### config.mk
export PLATFORM = sky130hd
export DESIGN_NAME = two_axis_servo_ramp_top_flat
export DESIGN_NICKNAME = d
export VERILOG_FILES = /design/src/sv/tasr_pkg.sv /design/src/sv/tasr_req_if.sv /design/src/sv/tasr_rsp_if.sv /design/src/sv/tasr_serial_ratio.sv /design/src/sv/two_axis_servo_ramp_top.sv /design/src/flat_wrapper.sv
export SDC_FILE = /design/constraint.sdc
export NUM_CORES = 1
export LEC_CHECK = 0
export BUFFER_PORTS_ARGS = -buffer_cell sky130_fd_sc_hd__buf_2
export CAP_MARGIN = 5
export CORE_MARGIN = 3
export CORE_UTILIZATION = 60
export DETAILED_ROUTE_END_ITERATION = 10
export PLACE_DENSITY = 0.74
export SYNTH_ARGS = -nofsm -noshare
export SYNTH_HDL_FRONTEND = slang
export SYNTH_SLANG_ARGS = --single-unit
### constraint.sdc
create_clock -name clock -period 14.9 [get_ports clock]
set_input_delay 0.745 -clock clock [delete_from_list [all_inputs] [get_ports clock]]
set_output_delay 0.745 -clock clock [all_outputs]
set_load 0.01 [all_outputs]
### src/sv/tasr_pkg.sv
`timescale 1ns / 1ps
// tasr_pkg: widths, codes, payload types and clamp helpers for the two-axis servo ramp
// no dependencies; used by the channel interfaces, the serial ratio unit and the top level

package tasr_pkg;

   // angle width and derived widths
   localparam int ANGLE_W = 8;
   localparam int DELTA_W = ANGLE_W + 1;
   localparam int PROD_W  = 2 * ANGLE_W;
   localparam int CNT_W   = $clog2(PROD_W);
   localparam logic [ANGLE_W-1:0] MAX_ANGLE_RESET = ANGLE_W'(180);

   // operation codes
   typedef enum logic [1:0] {
      OP_TICK    = 2'd0,
      OP_MOVE    = 2'd1,
      OP_ENABLE  = 2'd2,
      OP_DISABLE = 2'd3
   } op_type;

   // status codes
   typedef enum logic [1:0] {
      ST_OK       = 2'd0,
      ST_DISABLED = 2'd1,
      ST_BUSY     = 2'd2
   } status_type;

   typedef struct packed {
      logic [1:0]         operation;
      logic [ANGLE_W-1:0] target_a;
      logic [ANGLE_W-1:0] target_b;
   } req_payload_type;

   typedef struct packed {
      logic [ANGLE_W-1:0] angle_a;
      logic [ANGLE_W-1:0] angle_b;
      logic               write_a;
      logic               write_b;
      logic               busy_res;
      logic               move_done;
      logic [1:0]         status;
   } rsp_payload_type;

   // clamp an angle to 0..lim
   function automatic logic [ANGLE_W-1:0] clamp_angle(input logic [ANGLE_W-1:0] v,
                                                      input logic [ANGLE_W-1:0] lim);
      return (v > lim) ? lim : v;
   endfunction

   // magnitude of a signed delta; never exceeds the angle range
   function automatic logic [ANGLE_W-1:0] delta_mag(input logic [DELTA_W-1:0] d);
      logic [DELTA_W-1:0] m;
      m = d[DELTA_W-1] ? (~d + DELTA_W'(1)) : d;
      return m[ANGLE_W-1:0];
   endfunction

   // start plus or minus the scaled step, floored at zero and clamped to lim
   function automatic logic [ANGLE_W-1:0] ramp_value(input logic [ANGLE_W-1:0] start,
                                                     input logic               neg,
                                                     input logic [ANGLE_W-1:0] q,
                                                     input logic [ANGLE_W-1:0] lim);
      logic [ANGLE_W:0] sum;
      logic [ANGLE_W:0] lim_x;
      sum   = neg ? ({1'b0, start} - {1'b0, q}) : ({1'b0, start} + {1'b0, q});
      lim_x = {1'b0, lim};
      if (neg && (q > start)) begin
         return '0;
      end else if (sum > lim_x) begin
         return lim;
      end else begin
         return sum[ANGLE_W-1:0];
      end
   endfunction

endpackage

### src/sv/tasr_req_if.sv
`timescale 1ns / 1ps
// tasr_req_if: request channel (valid, ready, payload) for the servo ramp
// depends on tasr_pkg for the payload type

interface tasr_req_if;
   import tasr_pkg::*;

   logic            valid;
   logic            ready;
   req_payload_type data;

   modport source (output valid, output data, input ready);
   modport sink   (input valid, input data, output ready);
endinterface

### src/sv/tasr_rsp_if.sv
`timescale 1ns / 1ps
// tasr_rsp_if: response channel (valid, ready, payload) for the servo ramp
// depends on tasr_pkg for the payload type

interface tasr_rsp_if;
   import tasr_pkg::*;

   logic            valid;
   logic            ready;
   rsp_payload_type data;

   modport source (output valid, output data, input ready);
   modport sink   (input valid, input data, output ready);
endinterface

### src/sv/tasr_serial_ratio.sv
`timescale 1ns / 1ps
// tasr_serial_ratio: bit-serial mag*step/total, shift-add multiply then restoring divide
// depends on tasr_pkg for widths

module tasr_serial_ratio (
   input  logic                         clock,
   input  logic                         reset,
   input  logic                         start,
   input  logic [tasr_pkg::ANGLE_W-1:0] mag,
   input  logic [tasr_pkg::ANGLE_W-1:0] step,
   input  logic [tasr_pkg::ANGLE_W-1:0] total,
   output logic                         done,
   output logic [tasr_pkg::ANGLE_W-1:0] quotient
);
   import tasr_pkg::*;

   typedef enum logic [1:0] {
      U_IDLE,
      U_MUL,
      U_DIV
   } unit_state_type;

   localparam logic [CNT_W-1:0] MUL_LAST = CNT_W'(ANGLE_W - 1);
   localparam logic [CNT_W-1:0] DIV_LAST = CNT_W'(PROD_W - 1);

   unit_state_type     state_ff;
   logic [CNT_W-1:0]   count_ff;
   logic [PROD_W-1:0]  prod_ff, prod_in;
   logic [PROD_W-1:0]  mcand_ff;
   logic [ANGLE_W-1:0] mplier_ff;
   logic [ANGLE_W-1:0] divisor_ff;
   logic [ANGLE_W:0]   rem_ff, rem_in;
   logic [PROD_W-1:0]  dvd_ff, dvd_in;
   logic               done_ff;
   logic [ANGLE_W:0]   rem_shift;

   // one multiply bit: add the shifted multiplicand when the multiplier bit is set
   always_comb begin
      prod_in = mplier_ff[0] ? (prod_ff + mcand_ff) : prod_ff;
   end

   // one divide bit: shift in the next dividend bit, subtract when it fits
   always_comb begin
      rem_shift = {rem_ff[ANGLE_W-1:0], dvd_ff[PROD_W-1]};
      if (rem_shift >= {1'b0, divisor_ff}) begin
         rem_in = rem_shift - {1'b0, divisor_ff};
         dvd_in = {dvd_ff[PROD_W-2:0], 1'b1};
      end else begin
         rem_in = rem_shift;
         dvd_in = {dvd_ff[PROD_W-2:0], 1'b0};
      end
   end

   // sequencer and data path registers
   always_ff @(posedge clock) begin
      if (reset) begin
         state_ff <= U_IDLE;
         count_ff <= '0;
         done_ff  <= 1'b0;
      end else begin
         done_ff <= 1'b0;
         case (state_ff)
            U_IDLE: begin
               if (start) begin
                  prod_ff    <= '0;
                  mcand_ff   <= {{ANGLE_W{1'b0}}, mag};
                  mplier_ff  <= step;
                  divisor_ff <= total;
                  count_ff   <= '0;
                  state_ff   <= U_MUL;
               end
            end
            U_MUL: begin
               prod_ff   <= prod_in;
               mcand_ff  <= {mcand_ff[PROD_W-2:0], 1'b0};
               mplier_ff <= {1'b0, mplier_ff[ANGLE_W-1:1]};
               if (count_ff == MUL_LAST) begin
                  rem_ff   <= '0;
                  dvd_ff   <= prod_in;
                  count_ff <= '0;
                  state_ff <= U_DIV;
               end else begin
                  count_ff <= count_ff + CNT_W'(1);
               end
            end
            U_DIV: begin
               rem_ff <= rem_in;
               dvd_ff <= dvd_in;
               if (count_ff == DIV_LAST) begin
                  done_ff  <= 1'b1;
                  state_ff <= U_IDLE;
               end else begin
                  count_ff <= count_ff + CNT_W'(1);
               end
            end
            default: begin
               state_ff <= U_IDLE;
            end
         endcase
      end
   end

   // step never exceeds total, so the quotient fits the angle width
   assign done     = done_ff;
   assign quotient = dvd_ff[ANGLE_W-1:0];

endmodule

### src/sv/two_axis_servo_ramp_top.sv
`timescale 1ns / 1ps
// two_axis_servo_ramp_top: coordinated two-axis servo ramp with enable, disable and move
// depends on tasr_pkg, tasr_req_if, tasr_rsp_if and tasr_serial_ratio
//
//   channel    direction  handshake              contents
//   req_chan   in         valid/ready            operation, target_a, target_b
//   rsp_chan   out        valid/ready            angles, strobes, busy, done, status
//   csr_*      in         csr_we                 max_angle
//
// a tick during a move takes the request, then runs 8 serial multiply bits and 16
// restoring divide bits in the ratio units, then sees both units finish and updates
// the state. every other request is taken and then updates the state directly.
// a new request is taken while the last response is still waiting; the update step
// waits until the response register is free.
// reset returns both axes to angle zero, disabled, with max_angle at 180.

module two_axis_servo_ramp_top (
   input  logic                         clock,
   input  logic                         reset,
   input  logic                         csr_we,
   input  logic [tasr_pkg::ANGLE_W-1:0] csr_wdata,
   tasr_req_if.sink                     req_chan,
   tasr_rsp_if.source                   rsp_chan
);
   import tasr_pkg::*;

   typedef enum logic [1:0] {
      S_IDLE,
      S_CALC,
      S_FINISH
   } state_type;

   state_type          state_ff, state_in;
   logic [1:0]         op_ff, op_in;
   logic [ANGLE_W-1:0] ta_ff, ta_in, tb_ff, tb_in;
   logic [ANGLE_W-1:0] max_angle_ff, max_angle_in;
   logic [ANGLE_W-1:0] cur_a_ff, cur_a_in, cur_b_ff, cur_b_in;
   logic [ANGLE_W-1:0] start_a_ff, start_a_in, start_b_ff, start_b_in;
   logic [DELTA_W-1:0] delta_a_ff, delta_a_in, delta_b_ff, delta_b_in;
   logic [ANGLE_W-1:0] total_ff, total_in, index_ff, index_in;
   logic               moving_ff, moving_in, enabled_ff, enabled_in;
   logic               rsp_valid_ff, rsp_valid_in;
   rsp_payload_type    rsp_data_ff, rsp_data_in;

   logic               accept;
   logic               unit_start;
   logic               done_a, done_b;
   logic [ANGLE_W-1:0] quo_a, quo_b;
   logic               out_free;

   assign accept     = req_chan.valid && req_chan.ready;
   assign unit_start = accept && (req_chan.data.operation == OP_TICK) && moving_ff;
   assign out_free   = !rsp_valid_ff || rsp_chan.ready;

   // per-axis serial ratio units
   tasr_serial_ratio u_ratio_a (
      .clock    (clock),
      .reset    (reset),
      .start    (unit_start),
      .mag      (delta_mag(delta_a_ff)),
      .step     (index_ff + ANGLE_W'(1)),
      .total    (total_ff),
      .done     (done_a),
      .quotient (quo_a)
   );

   tasr_serial_ratio u_ratio_b (
      .clock    (clock),
      .reset    (reset),
      .start    (unit_start),
      .mag      (delta_mag(delta_b_ff)),
      .step     (index_ff + ANGLE_W'(1)),
      .total    (total_ff),
      .done     (done_b),
      .quotient (quo_b)
   );

   // next state and update of the axis state
   always_comb begin
      logic [ANGLE_W-1:0] na, nb, ca, cb, tca, tcb, ma, mb;
      logic [DELTA_W-1:0] da, db;

      state_in     = state_ff;
      op_in        = op_ff;
      ta_in        = ta_ff;
      tb_in        = tb_ff;
      max_angle_in = csr_we ? csr_wdata : max_angle_ff;
      cur_a_in     = cur_a_ff;
      cur_b_in     = cur_b_ff;
      start_a_in   = start_a_ff;
      start_b_in   = start_b_ff;
      delta_a_in   = delta_a_ff;
      delta_b_in   = delta_b_ff;
      total_in     = total_ff;
      index_in     = index_ff;
      moving_in    = moving_ff;
      enabled_in   = enabled_ff;
      rsp_valid_in = rsp_valid_ff && !rsp_chan.ready;
      rsp_data_in  = rsp_data_ff;

      na  = ramp_value(start_a_ff, delta_a_ff[DELTA_W-1], quo_a, max_angle_ff);
      nb  = ramp_value(start_b_ff, delta_b_ff[DELTA_W-1], quo_b, max_angle_ff);
      ca  = clamp_angle(cur_a_ff, max_angle_ff);
      cb  = clamp_angle(cur_b_ff, max_angle_ff);
      tca = clamp_angle(ta_ff, max_angle_ff);
      tcb = clamp_angle(tb_ff, max_angle_ff);
      da  = {1'b0, tca} - {1'b0, ca};
      db  = {1'b0, tcb} - {1'b0, cb};
      ma  = delta_mag(da);
      mb  = delta_mag(db);

      case (state_ff)
         S_IDLE: begin
            if (accept) begin
               op_in = req_chan.data.operation;
               ta_in = req_chan.data.target_a;
               tb_in = req_chan.data.target_b;
               if (unit_start) begin
                  index_in = index_ff + ANGLE_W'(1);
                  state_in = S_CALC;
               end else begin
                  state_in = S_FINISH;
               end
            end
         end
         S_CALC: begin
            if (done_a && done_b) begin
               state_in = S_FINISH;
            end
         end
         S_FINISH: begin
            if (out_free) begin
               rsp_data_in.write_a   = 1'b0;
               rsp_data_in.write_b   = 1'b0;
               rsp_data_in.move_done = 1'b0;
               rsp_data_in.status    = ST_OK;
               case (op_ff)
                  OP_TICK: begin
                     if (moving_ff) begin
                        cur_a_in              = na;
                        cur_b_in              = nb;
                        rsp_data_in.write_a   = (na != cur_a_ff);
                        rsp_data_in.write_b   = (nb != cur_b_ff);
                        if (index_ff >= total_ff) begin
                           moving_in             = 1'b0;
                           rsp_data_in.move_done = 1'b1;
                        end
                     end
                  end
                  OP_MOVE: begin
                     if (!enabled_ff) begin
                        rsp_data_in.status = ST_DISABLED;
                     end else if (moving_ff) begin
                        rsp_data_in.status = ST_BUSY;
                     end else begin
                        cur_a_in   = ca;
                        cur_b_in   = cb;
                        start_a_in = ca;
                        start_b_in = cb;
                        delta_a_in = da;
                        delta_b_in = db;
                        total_in   = (ma > mb) ? ma : mb;
                        index_in   = '0;
                        moving_in  = (ma != '0) || (mb != '0);
                     end
                  end
                  OP_ENABLE: begin
                     cur_a_in            = tca;
                     cur_b_in            = tcb;
                     rsp_data_in.write_a = 1'b1;
                     rsp_data_in.write_b = 1'b1;
                     enabled_in          = 1'b1;
                     moving_in           = 1'b0;
                  end
                  default: begin
                     enabled_in = 1'b0;
                     moving_in  = 1'b0;
                  end
               endcase
               rsp_data_in.angle_a  = cur_a_in;
               rsp_data_in.angle_b  = cur_b_in;
               rsp_data_in.busy_res = moving_in;
               rsp_valid_in         = 1'b1;
               state_in             = S_IDLE;
            end
         end
         default: begin
            state_in = S_IDLE;
         end
      endcase
   end

   // state, axis registers and response register
   always_ff @(posedge clock) begin
      if (reset) begin
         state_ff     <= S_IDLE;
         max_angle_ff <= MAX_ANGLE_RESET;
         cur_a_ff     <= '0;
         cur_b_ff     <= '0;
         start_a_ff   <= '0;
         start_b_ff   <= '0;
         delta_a_ff   <= '0;
         delta_b_ff   <= '0;
         total_ff     <= '0;
         index_ff     <= '0;
         moving_ff    <= 1'b0;
         enabled_ff   <= 1'b0;
         rsp_valid_ff <= 1'b0;
      end else begin
         state_ff     <= state_in;
         max_angle_ff <= max_angle_in;
         cur_a_ff     <= cur_a_in;
         cur_b_ff     <= cur_b_in;
         start_a_ff   <= start_a_in;
         start_b_ff   <= start_b_in;
         delta_a_ff   <= delta_a_in;
         delta_b_ff   <= delta_b_in;
         total_ff     <= total_in;
         index_ff     <= index_in;
         moving_ff    <= moving_in;
         enabled_ff   <= enabled_in;
         rsp_valid_ff <= rsp_valid_in;
      end
      op_ff       <= op_in;
      ta_ff       <= ta_in;
      tb_ff       <= tb_in;
      rsp_data_ff <= rsp_data_in;
   end

   assign req_chan.ready = (state_ff == S_IDLE);
   assign rsp_chan.valid = rsp_valid_ff;
   assign rsp_chan.data  = rsp_data_ff;

endmodule
### src/flat_wrapper.sv
// flat-port wrapper written by rule: the top's interface ports become plain ports
module two_axis_servo_ramp_top_flat import tasr_pkg::*;
  (clock, reset, csr_we, csr_wdata, req_chan_valid, req_chan_data, req_chan_ready, rsp_chan_valid, rsp_chan_data, rsp_chan_ready);
  tasr_req_if req_chan_i ();
  tasr_rsp_if rsp_chan_i ();
  input  logic clock;
  input  logic reset;
  input  logic csr_we;
  input  logic [tasr_pkg::ANGLE_W-1:0] csr_wdata;
  input wire logic [$bits(req_chan_i.valid)-1:0] req_chan_valid;
  input wire logic [$bits(req_chan_i.data)-1:0] req_chan_data;
  output wire logic [$bits(req_chan_i.ready)-1:0] req_chan_ready;
  output wire logic [$bits(rsp_chan_i.valid)-1:0] rsp_chan_valid;
  output wire logic [$bits(rsp_chan_i.data)-1:0] rsp_chan_data;
  input wire logic [$bits(rsp_chan_i.ready)-1:0] rsp_chan_ready;
  assign req_chan_i.valid = req_chan_valid;
  assign req_chan_i.data = req_chan_data;
  assign req_chan_ready = req_chan_i.ready;
  assign rsp_chan_valid = rsp_chan_i.valid;
  assign rsp_chan_data = rsp_chan_i.data;
  assign rsp_chan_i.ready = rsp_chan_ready;
  two_axis_servo_ramp_top u_core (.clock(clock), .reset(reset), .csr_we(csr_we), .csr_wdata(csr_wdata), .req_chan(req_chan_i), .rsp_chan(rsp_chan_i));
endmodule
Word level (Yosys, flattened, before mapping)
Cells that the tools add are included.
{ "totals": {"reg_bits": 277, "latchBits": 0, "ram_bits": 0, "rom_bits": 0, "out_inout_bits": 24, "elab_cells": 242, "mem_count": 0} }
{ "op_classes": {"addsub": 17, "mul": 0, "div": 0, "n_lt_le_gt_ge": 12, "n_eq_ne": 29, "n_shift": 0, "n_mux": 87, "bitwise_logic": 9, "reduce_logical": 46} }
{ "op_table": {"columns": ["operator", "n"], "rows": [
  ["8-bit two-way mux", 29],
  ["16-bit case mux with 2 select lines", 6],
  ["16-bit two-way mux", 7],
  ["8-bit case mux with 2 select lines", 5],
  ["8-bit > comparator", 7],
  ["8-bit case mux with 3 select lines", 2],
  ["8-bit by 1-bit adder with 8-bit output, second input constant", 5],
  ["3-bit AND reduction", 12],
  ["8-bit by 8-bit subtractor with 9-bit output", 4],
  ["16-bit adder", 2],
  ["8-bit NOT", 4],
  ["4-bit case mux with 3 select lines", 2],
  ["2-bit two-way mux", 11],
  ["4-bit two-way mux", 5],
  ["2-bit inequality test, second input constant", 10],
  ["8-bit by 8-bit adder with 9-bit output", 2],
  ["9-bit by 8-bit greater-or-equal comparator with 1-bit output", 2],
  ["9-bit by 8-bit > comparator with 1-bit output", 2],
  ["9-bit two-way mux", 2],
  ["2-bit case mux with 3 select lines", 3],
  ["8-bit inequality test", 2],
  ["8-bit nonzero test", 2],
  ["8-bit subtractor", 2],
  ["1-bit two-way mux", 12],
  ["other kinds (20)", 60]
]} }

Depth between registers and ports, before layout
{ "logic_depth": {"word_depth": 11, "mapped_depth": 32, "depth_no_buf": 28} }

By module
From an unflattened synthesis, not the netlist that was laid out.
{ "hier_totals": {"cells_unflattened": 2213, "hier_area_um2": 20010.4} }
{ "modules_own_cells": {"columns": ["module", "instances", "cells_per_inst", "area_each_um2", "seq_area_each_um2"], "rows": [
  ["two_axis_servo_ramp_top", 1, 1369, 10670.2, 2782.7],
  ["tasr_serial_ratio at u_core.u_ratio_a", 1, 440, 4777.1, 2302.2],
  ["tasr_serial_ratio at u_core.u_ratio_b", 1, 404, 4563.1, 2302.2]
]} }

Worst setup path before layout
OpenSTA, ideal clock, no wires.
{ "synth_path": {"path_kind": "register to register", "startpoint": "register u_core.max_angle_ff[4]", "endpoint": "register u_core.total_ff[7]", "arrival_ns": 6.144, "required_time_ns": 14.833, "slack_ns": 8.689, "stages_incl_launch_ff": 30, "period_less_slack_ns": 6.211, "cell_sequence": "dfxtp_1 > clkinv_1 > ha_1 > a211o_1 > a21oi_2 > nand3_1 > nand2_2 > buf_4 > clkbuf_1 > mux2i_1 > ha_1 > inv_1 > fa_1 > a21o_1 > o32a_2 > o211ai_4 > xor2_4 > o31a_1 > o31ai_4 > xor2_2 > ha_1 > a21o_1 > a21o_1 > a21oi_1 > a22oi_1 > inv_1 > buf_6 > nor3_1 > a211o_1 > a21oi_2"} }
{ "synth_between": {"elab_chain_cells": 8, "elab_cells_between_ends": 18, "cone_classes": "add/sub (4); order compare (5); mux (7); bitwise (2)"} }
{ "synth_lines": {"columns": ["item", "line", "text"], "rows": [
  ["start, declared", "two_axis_servo_ramp_top.sv:36", "logic [ANGLE_W-1:0] max_angle_ff, max_angle_in;"],
  ["start signal, assigned", "two_axis_servo_ramp_top.sv:211", "max_angle_ff <= max_angle_in;"],
  ["8-bit > comparator", "tasr_pkg.sv:48", "return (v > lim) ? lim : v;"],
  ["8-bit two-way mux", "tasr_pkg.sv:48", null],
  ["8-bit by 8-bit subtractor with 9-bit output (on tied branches)", "two_axis_servo_ramp_top.sv:107, two_axis_servo_ramp_top.sv:108", null],
  ["8-bit NOT", "tasr_pkg.sv:54", "m = d[DELTA_W-1] ? (~d + DELTA_W'(1)) : d;"],
  ["8-bit by 1-bit adder with 8-bit output", "tasr_pkg.sv:54", null],
  ["8-bit two-way mux", "tasr_pkg.sv:54", null],
  ["8-bit > comparator", "two_axis_servo_ramp_top.sv:162", "total_in = (ma > mb) ? ma : mb;"],
  ["8-bit two-way mux *", "two_axis_servo_ramp_top.sv:162", null],
  ["end signal, assigned", "two_axis_servo_ramp_top.sv:218", "total_ff <= total_in;"],
  ["end, declared", "two_axis_servo_ramp_top.sv:40", "logic [ANGLE_W-1:0] total_ff, total_in, index_ff, index_in;"]
]} }
Every way passes the cells marked *; elsewhere a longest branch is shown, timed or not.
A chain may end at the register's enable or synchronous reset.

Final worst setup path
{ "layout_path": {"startpoint": "register u_core.max_angle_ff[3]", "endpoint": "register u_core.total_ff[6]"} }
Same word-level chain as after synthesis.

==> results.txt <==
----------------------------------------------------
[Run status]
  Status ... finished, final reports clean

[Placement]
  Cell area after placement ... 20000 um^2
  Post-Place Worst Slack ... 7.69 ns
  Cell Count Post-Placement ... 2450
  Routability congestion estimate ... 0.948
  Post-detail-place hpwl ... 34800 um
  Count of buffers inserted at the top-level ports ... 54

[Clock tree]
  Number of sinks handled by clock tree synthesis ... 277
  Inserted Clock Buffers ... 31
  Clock latency at the later pin of the worst-skew pair ... 0.58 ns
  Number of setup buffers added after CTS ... 0
  Clock slew at the register clock pins of the worst setup and hold paths ... 0.06 ns
  Clock tree from TritonCTS ... done
  Clock tree buffer depth ... 3
  Count of H-tree levels built during CTS ... 1
  Number of resized instances in the post-cts repair step ... 0
  Clk Tree Root Cell ... clkbuf_16
  Count of hold-fix buffers inserted at cts ... 0

[Floorplan]
  Number of I/O pins ... 55
  Die width ... 186 um
  Starting density of the core ... 0.613
  Vertical die dimension ... 186 um
  Rows ... 65
  Full die area ... 34600 um^2
  Placeable Area ... 31700 um^2

[Route]
  Count of vias placed by the detailed router ... 15300
  Total detailed-routing wirelength ... 47900 um
  Routed wirelength normalized by instance count ... 19.1 um
  Final antenna-violating net count ... 0
  Residual DRC ... 0
  Vias per cell ... 6.09
  Starting DRC count in detailed routing ... 1161
  First drt pass iteration count ... 5

[Final layout]
  Count of filler cells inserted in the layout ... 2605
  Share of cells above drive strength 1 ... 0.102
  Summed area of non-filler cells in the final layout ... 20900 um^2
  Final layout net count ... 2296
  Sequential cell area in the final layout ... 7390 um^2
  # diodes ... 0
  Area overhead of the layout relative to synthesis ... 7.67%
  Final cell count without fillers ... 2508
  Combined area of the multi-input logic cells ... 11200 um^2

[STA]
  Slew Limit Fails ... 0
  Headroom to the max-slew limit ... 0.219
  Crit share post-route ... 0.495
  Time the worst path needs with I/O delays and setup ... 7.38 ns
  Number of failing hold endpoints at the final stage ... 0
  Unrepaired setup endpoints after global routing ... false
  Slew of the pin with the lowest slew margin ... 1.17 ns
  Highest achievable clock rate ... 0.136 GHz
  Summed negative setup slack over all endpoints ... 0 ns
  Fin Clk Skew ... 0.0181 ns
  Total setup violations reported at the end of the flow ... 0
  Post-route setup slack ... 7.52 ns

[Hold path]
  HP Start ... req_chan_data[11]
  Class of the most critical hold timing path ... primary input to flip-flop
  Worst Hold Endpoint ... u_core.ta_ff[3]
  Instance count along the most critical hold path ... 1

[Critical path]
  Cells on worst reg2reg path ... 24
  Kind of start point of the critical path ... flip-flop
  Critical path cell sequence ... clkinv_1 > ha_1 > o2111ai_2 > a311oi_4 > or2_4 > a21oi_1 > inv_1 > ha_1 > inv_1 > fa_1 > a21o_1 > o32a_2 > o211ai_4 > xor2_4 > nor4_1 > o31ai_4 > xor2_2 > ha_1 > nand4_1 > o21bai_1 > a22oi_1 > inv_1 > a211o_1 > a21oi_2
  CP max-delay cell ... dfxtp_1
  Reg-to-reg critical path startpoint ... u_core.max_angle_ff[3]
  Data required time at the worst endpoint ... 15.39 ns
  CP arrival ... 7.87 ns
  Critical Path Max Stage Delay ... 0.67 ns
  Endpoint of the lowest-slack register-to-register path ... u_core.total_ff[6]
  Top Family by Delay on Critical Path ... compound AO/OA/AOI/OAI gates
  Kind of end point of the critical path ... flip-flop
  Buffers & Inverters on Critical Path ... 4
  Peak fanout along the critical path ... 13
  Setup slack of the worst register-to-register path ... 7.52 ns
  Critical path start-end classification ... flip-flop to flip-flop

[Pwr]
  Sw Ratio ... 0.329
  VDD IR-drop max ... 0.105 mV
  Internal power ... 1530 uW
  Net load switching power ... 751 uW
  Leakage power figure ... 0.00837 uW
  Clk pwr share ... 0.316
  Power density over the cells ... 109 nW/um^2
  Combinational cell fraction of total power ... 0.292
  Sequential power share ... 0.392

[Synth]
  Top_reg_cell synth ... edfxtp_1
  Flip-flop and latch count after synthesis ... 277
  Dominant cell by count in the synthesized netlist ... a21oi_1
  Share of synthesized flip-flops with an asynchronous set or reset ... 0
  Synth top area share ... 0.284
  Part of the Yosys area used for sequential elements ... 0.380
  Distinct cell type count of the synthesized netlist ... 104
  Top cells by instance count after synthesis ... a21oi_1 (210), edfxtp_1 (184), ha_1 (174), nor2_1 (164), inv_1 (140)
  Number of synthesis warnings ... 0
  Syn nets ... 2284
  Area contributors post-synth ... edfxtp_1 (28%), ha_1 (11%), dfxtp_1 (9.6%), a21oi_1 (5.4%), mux2i_1 (3.2%)
  Cell type with the largest total area after synthesis ... edfxtp_1
  Number of enable-type register cells in the synthesized netlist ... 184
  Cells after Synth ... 2069
  Synthesized cell area ... 19500 um^2
  Synthesized area divided by synthesized cell count ... 9.40 um^2

[Global routing]
  Maximum number of pins on one net before global-route repair ... 61
  Antenna violations before repair ... 0
  Total gr overflow ... 0
  Global-route wire length before repair ... 77000 um
  Number of global-route vias before repair ... 14800
  Gr usage total ... 0.275

[Flow run]
  Max-cap viol count ... 0

----------------------------------------------------
==> power by group through the flow <==
stage          combinational, uW  sequential (uW)  clock (uW)
2_1_floorplan                526              902           0
3_3_place_gp                 645              911           0
3_5_place_dp                 657              911           0
4_1_cts                      663              896         736
5_1_grt                      742              899         768
6_report                     668              896         722
==> logic make-up (layout without fill, tap and decap cells) <==
family	after synthesis	after routing	synth area share
AOI/OAI and AO/OA	587	587	0.201
and+or+nand+nor	597	597	0.152
muxes	105	105	0.0569
buffers and inverters	232	269	0.0467
DFF	277	277	0.380
adders and majority gates	186	186	0.123
xor gates and xnor gates	85	85	0.0400
==> final cells by class <==
class                   instances  share of cell area
clock inverters                17             0.00466
flip-flops and latches        277               0.353
inverters                     144              0.0258
repair buffers                 67              0.0176
clock buffers                  41              0.0413
well taps                     402              0.0240
multi-input cells            1560               0.534
==> per-layer routing <==
| layer | track usage | wire [um] | vias to the layer above |
|---|---|---|---|
| met5 | 0 | 0 | - |
| met4 | 0.0736 | 1210 | 0 |
| met3 | 0.0332 | 2220 | 86 |
| met2 | 0.458 | 22100 | 389 |
| met1 | 0.382 | 22300 | 7239 |
| li1 | - | - | 7552 |
==> sequential cells by signal (all words and copies together) (netlist names), 9 cells and up <==
| signal | flops |
|---|---|
| u_core.u_ratio_b.prod_ff | 16 |
| u_core.rsp_chan.data | 22 |
| u_core.u_ratio_a.mcand_ff | 16 |
| u_core.u_ratio_b.dvd_ff | 16 |
| u_core.delta_b_ff | 9 |
| u_core.delta_a_ff | 9 |
| u_core.u_ratio_a.dvd_ff | 16 |
| u_core.u_ratio_b.mcand_ff | 16 |
| u_core.u_ratio_a.prod_ff | 16 |
==> stage by stage <==
step | total power (uW) | hold WS (ns) | utilization
after floorplan | 1430 | 0.447 | -
after global placement | 1560 | 0.465 | 0.630
after detailed placement | 1570 | 0.474 | 0.630
after CTS | 2300 | 0.319 | 0.660
after global routing | 2410 | 0.329 | 0.660
final | 2290 | 0.343 | 0.660
==> cells in the final DEF (no fill, tap or decap), drive strengths merged, types with 53 or more instances in the layout <==
cell,count
buf,67
dfxtp,93
a21oi,214
nor2b,62
edfxtp,184
inv,142
mux2i,63
ha,174
xnor2,60
o21ai,112
nor3,53
nor2,167
nand2,137
==> worst reg2reg max path: stages (launching register included) <==
cell and delay [ns]:
dfxtp_1 0.67, clkinv_1 0.61, ha_1 0.55, o2111ai_2 0.16, a311oi_4 0.58, or2_4 0.25, a21oi_1 0.11, inv_1 0.11
ha_1 0.17, inv_1 0.06, fa_1 0.43, a21o_1 0.24, o32a_2 0.22, o211ai_4 0.28, xor2_4 0.19, nor4_1 0.56
o31ai_4 0.11, xor2_2 0.19, ha_1 0.31, nand4_1 0.13, o21bai_1 0.19, a22oi_1 0.40, inv_1 0.29, a211o_1 0.36
a21oi_2 0.14
==> worst max-delay path by stage <==
stage | depth (start not counted) | start | endpoint | slack, ns
after detailed placement | 23 | u_core.max_angle_ff[3] | u_core.total_ff[6] | 7.69
after floorplan | 29 | u_core.max_angle_ff[4] | u_core.total_ff[7] | 8.69
after global placement | 26 | u_core.max_angle_ff[3] | u_core.total_ff[7] | 7.92
final | 24 | u_core.max_angle_ff[3] | u_core.total_ff[6] | 7.52
after global routing | 23 | u_core.max_angle_ff[3] | u_core.total_ff[6] | 6.99
after CTS | 24 | u_core.max_angle_ff[3] | u_core.total_ff[6] | 7.60
No activity file was read; power rests on OpenSTA's default activity.
